File: src/rtl/cci_pkg.sv
package cci_pkg;

    localparam int WORD_W      = 32;
    localparam int FRAC_BITS   = 16;
    localparam int BOUNCE_BITS = 16;
    localparam int NORM_BITS   = 30;

    // shared shape of every pipelined divider: 64-bit dividend, 33-bit divisor
    localparam int DIV_DW = 33;
    localparam int DIV_QW = 31;
    localparam int DIV_NW = DIV_DW + DIV_QW;

    // square root: 64-bit radicand, 32-bit root, one root bit per stage
    localparam int SQRT_IW = 2 * WORD_W;
    localparam int SQRT_RW = WORD_W;

    localparam logic [BOUNCE_BITS:0] BOUNCE_ONE = 17'h10000;

    typedef enum logic [1:0] {
        ST_APART   = 2'd0,
        ST_COIN    = 2'd1,
        ST_SEP     = 2'd2,
        ST_IMPULSE = 2'd3
    } status_t;

    // carried alongside the square root
    typedef struct packed {
        logic        v;
        logic        apart;
        logic        coin;
        logic        sgx;
        logic        sgy;
        logic [32:0] rvx;
        logic [32:0] rvy;
        logic [31:0] dxm;
        logic [31:0] dym;
        logic [31:0] rsum;
    } aux_sq_t;

    // carried alongside the dividers
    typedef struct packed {
        logic        v;
        logic        apart;
        logic        coin;
        logic        sgx;
        logic        sgy;
        logic [32:0] rvx;
        logic [32:0] rvy;
    } aux_dv_t;

endpackage

File: src/rtl/cci_sqrt.sv
module cci_sqrt (
    input  logic                         clk,
    input  logic [cci_pkg::SQRT_IW-1:0] radicand,
    output logic [cci_pkg::SQRT_RW-1:0] root
);

    localparam int IW = cci_pkg::SQRT_IW;
    localparam int RW = cci_pkg::SQRT_RW;
    localparam int EW = RW + 4;

    logic [EW-1:0] rem_reg  [RW];
    logic [RW-1:0] root_reg [RW];
    logic [IW-1:0] rad_reg  [RW];

    for (genvar i = 0; i < RW; i++)
    begin : g_stage
        logic [EW-1:0] rem_in;
        logic [RW-1:0] root_in;
        logic [IW-1:0] rad_in;
        logic [EW-1:0] cur;
        logic [EW-1:0] trial;
        logic [EW-1:0] rem_next;
        logic [RW-1:0] root_next;

        if (i == 0)
        begin : g_first
            assign rem_in  = '0;
            assign root_in = '0;
            assign rad_in  = radicand;
        end
        else
        begin : g_rest
            assign rem_in  = rem_reg[i-1];
            assign root_in = root_reg[i-1];
            assign rad_in  = rad_reg[i-1];
        end

        always_comb
        begin
            cur   = {rem_in[EW-3:0], rad_in[IW-1:IW-2]};
            trial = {2'b00, root_in, 2'b01};
            if (cur >= trial)
            begin
                rem_next  = cur - trial;
                root_next = {root_in[RW-2:0], 1'b1};
            end
            else
            begin
                rem_next  = cur;
                root_next = {root_in[RW-2:0], 1'b0};
            end
        end

        always_ff @(posedge clk)
        begin
            rem_reg[i]  <= rem_next;
            root_reg[i] <= root_next;
            rad_reg[i]  <= {rad_in[IW-3:0], 2'b00};
        end
    end

    assign root = root_reg[RW-1];

endmodule

File: config.mk
export PLATFORM = sky130hd
export DESIGN_NAME = cci_sqrt
export DESIGN_NICKNAME = d
export VERILOG_FILES = /design/src/rtl/cci_pkg.sv /design/src/rtl/cci_sqrt.sv
export SDC_FILE = /design/constraint.sdc
export NUM_CORES = 2
export LEC_CHECK = 0
export BUFFER_PORTS_ARGS = -buffer_cell sky130_fd_sc_hd__buf_2
export CAP_MARGIN = 20
export CORE_AREA = 3 3 559 561
export DETAILED_ROUTE_END_ITERATION = 10
export DIE_AREA = 0 0 562 564
export GPL_ROUTABILITY_DRIVEN = 0
export GPL_TIMING_DRIVEN = 1
export PLACE_DENSITY = 0.42
export SLEW_MARGIN = 5
export SYNTH_ARGS = -nofsm -noshare
export SYNTH_HDL_FRONTEND = slang
export SYNTH_MEMORY_MAX_BITS = 65536
export SYNTH_SLANG_ARGS = --single-unit
File: constraint.sdc
create_clock -name clk -period 6.8 [get_ports clk]
set_input_delay 0.68 -clock clk [delete_from_list [all_inputs] [get_ports clk]]
set_output_delay 0.68 -clock clk [all_outputs]
set_load 0.05 [all_outputs]
==> out/results.ini <==
[synthesis]
syn-cell-area_sq_um=92230
ys_top_cells_by_count=dfxtp_1, inv_1, a21oi_1
ys_ff_latch=2523
syn_nets=9721
synth.most_common_cell=dfxtp_1
synth_top_area_cell=dfxtp_1
synthArstFlopShare_pct=0
ys.flop_type=dfxtp_1
synth_area_leaders=dfxtp_1, ha_1, xnor2_1
syn_avg_cell_area_sq_um=10.14
synth_top_area_share_pct=54.76
yosysSeqAreaShare_pct=54.76
synth_cell_types=88
synth_edf_count=0
syn_inst=9094
yosysWarningCount=0

[detailed_routing]
avgRoutedWirePerCell_um=15.81
ant_nets=0
drc=0
vias_per_cell=4.571
firstDrtPassIters=5
first_iter_violations=3934
totalWireLength_um=217200
vias=62800

[sta]
tightestPinTransition_ns=1.042
hold_violations=0
rsz0062_at_grt=no
finalSetupViolCount=0
slew_headroom_pct=29.66
slew_violations=0
achievable-frequency_ghz=0.2160
period_share_pct=68.08
whs_ns=0.06641
tns_ns=0
min_period_ns=4.629
fin_skew_ns=0.04043

[placement]
port_buffers=96
place_hpwl_um=165600
dp.cells=13150
placed_cell_area_sq_um=97380

[global_route]
grt_pass1_vias=62910
grt_pass1_wl_um=346000
grt.total_usage_pct=13.44
antenna_found_initial=4
grt_overflow_total=0
grt_max_degree=49

[min_path]
hold_path.class=primary input to register
hp-start=radicand[30]

[floorplan]
fp-row-count=204
floorplan.io_pins=97
die_h_um=564
dieWidth_um=562
core-area_sq_um=308300
die_area_sq_um=317000
start_util_pct=29.91

[clock_tree]
root_buffer=clkbuf_16
cts_inserted_buffers=294
clock-sinks=2523
clock_path_buffers=4
htreeDepth=5
path_clk_slew_ns=0.06
clkLatencyLatePin_ns=0.87
tritoncts=done

[status]
outcome=completed

[worst_setup_path]
cp-end-kind=register
cp.required_ns=7.55
path_class=register to register
r2r_start=root_reg[1][353]$_DFF_P_
critPathMostFrequentCell=a21o_1
worstSetupStartpointType=register
crit_path_max_incr_delay_ns=0.62
critPathSlowestCell=clkinv_1
critPathLaunch=root_reg[1][353]$_DFF_P_
arrival_ns=5.38
critPathMaxFanout=28
critical_path.cell_chain=inv_1, ha_1, o21ai_0, a21o_1, a21boi_0, o31ai_1, o211ai_1, a21oi_1, a21o_1, clkinv_1, buf_4, mux2_2

[final_layout]
final.fill_count=31250
seqCellArea_sq_um=50510
layout.cells.non_filler=13740
syn_to_final_growth_pct=17.05
final_net_count=10020
drive_gt1_share_pct=7.913
final_area_sq_um=108000
multi_input_area_sq_um=38400
largest_register_ffs=1003

[power]
ir_drop_uv=220.3
power.total_uw=41310
power_density_nw_per_um2=382.7
p_leak_uw=0.04934

[flow_run]
drv_cap=0

critical path: cells and delay by family, from the launching register on:
kind	cells	cell delay (ns)
buffers and inverters	3	1.09
multiplexers	1	0.30
AO/OA/AOI/OAI	7	2.47
adder cells (fa/ha/maj)	1	0.32
flip-flops	1	0.33
report_power, final:
group,internal [uW],switching [uW],total (uW)
registers,17200,1870,19100
clock network,9600,6190,15800
logic,2840,3570,6410
layout make-up:
class / count / share of cell area (%)
flip-flops and latches: 2523 / 46.79
multi-input cells: 5677 / 35.57
clock buffers: 405 / 7.733
well taps: 4120 / 4.775
inverters: 708 / 2.462
clock inverters: 117 / 1.427
repair buffers: 187 / 1.247
diodes: 1 / 0.002318
layer usage:
layer,wire [um],up-vias,global-route usage (%)
met4,6543,0,4.321
met5,0,-,0
li1,-,31770,-
met3,8000,416,1.889
met1,96980,29490,16.76
met2,105600,1126,23.74
cell usage in the layout, fill, tap and decap left out, types with 116 or more instances in the layout:
cell type	count
dfxtp_1	2523
inv_1	706
a21oi_1	639
nor2_1	616
nand2_1	593
ha_1	562
xnor2_1	447
o21ai_0	430
xor2_1	406
clkbuf_16	297
nor3_1	200
a21o_1	190
nand3_1	150
nand4_1	116
logic make-up after synthesis:
group           Yosys count  share of synthesized area, %
flops                  2523                         54.76
simple gates           2328                         12.38
compound gates         1836                         12.29
buf+inv                 894                         3.661
xor+xnor                853                         8.100
fa+ha+maj               562                         7.624
mux                      97                         1.176
other cells               1                      0.004066
path summary, 6_finish.rpt:
path	end	slack, ns	cells past startpoint
setup / recovery	rem_reg[1][444]$_DFF_P_	2.17	12
hold reg to reg	rad_reg[0][989]$_DFF_P_	0.29	0
hold / removal	rad_reg[0][30]$_DFF_P_	0.07	1
setup reg to reg	rem_reg[1][444]$_DFF_P_	2.17	12
per-stage QoR:
| stage | setup WS, ns | utilization (%) |
|---|---|---|
| finish | 2.171 | 35.01 |
| global route | 1.737 | 35.01 |
| CTS | 2.166 | 35.00 |
| detailed placement | 2.195 | 31.58 |
| global placement | 2.319 | 31.58 |
| floorplan | 3.614 | - |
what timing repair did:
item,4_1_cts,5_1_grt
hold buffers,64,0
resized for setup,0,0
hold endpoints to repair,64,0
setup buffers,0,0
No activity file was read; power rests on OpenSTA's default activity.
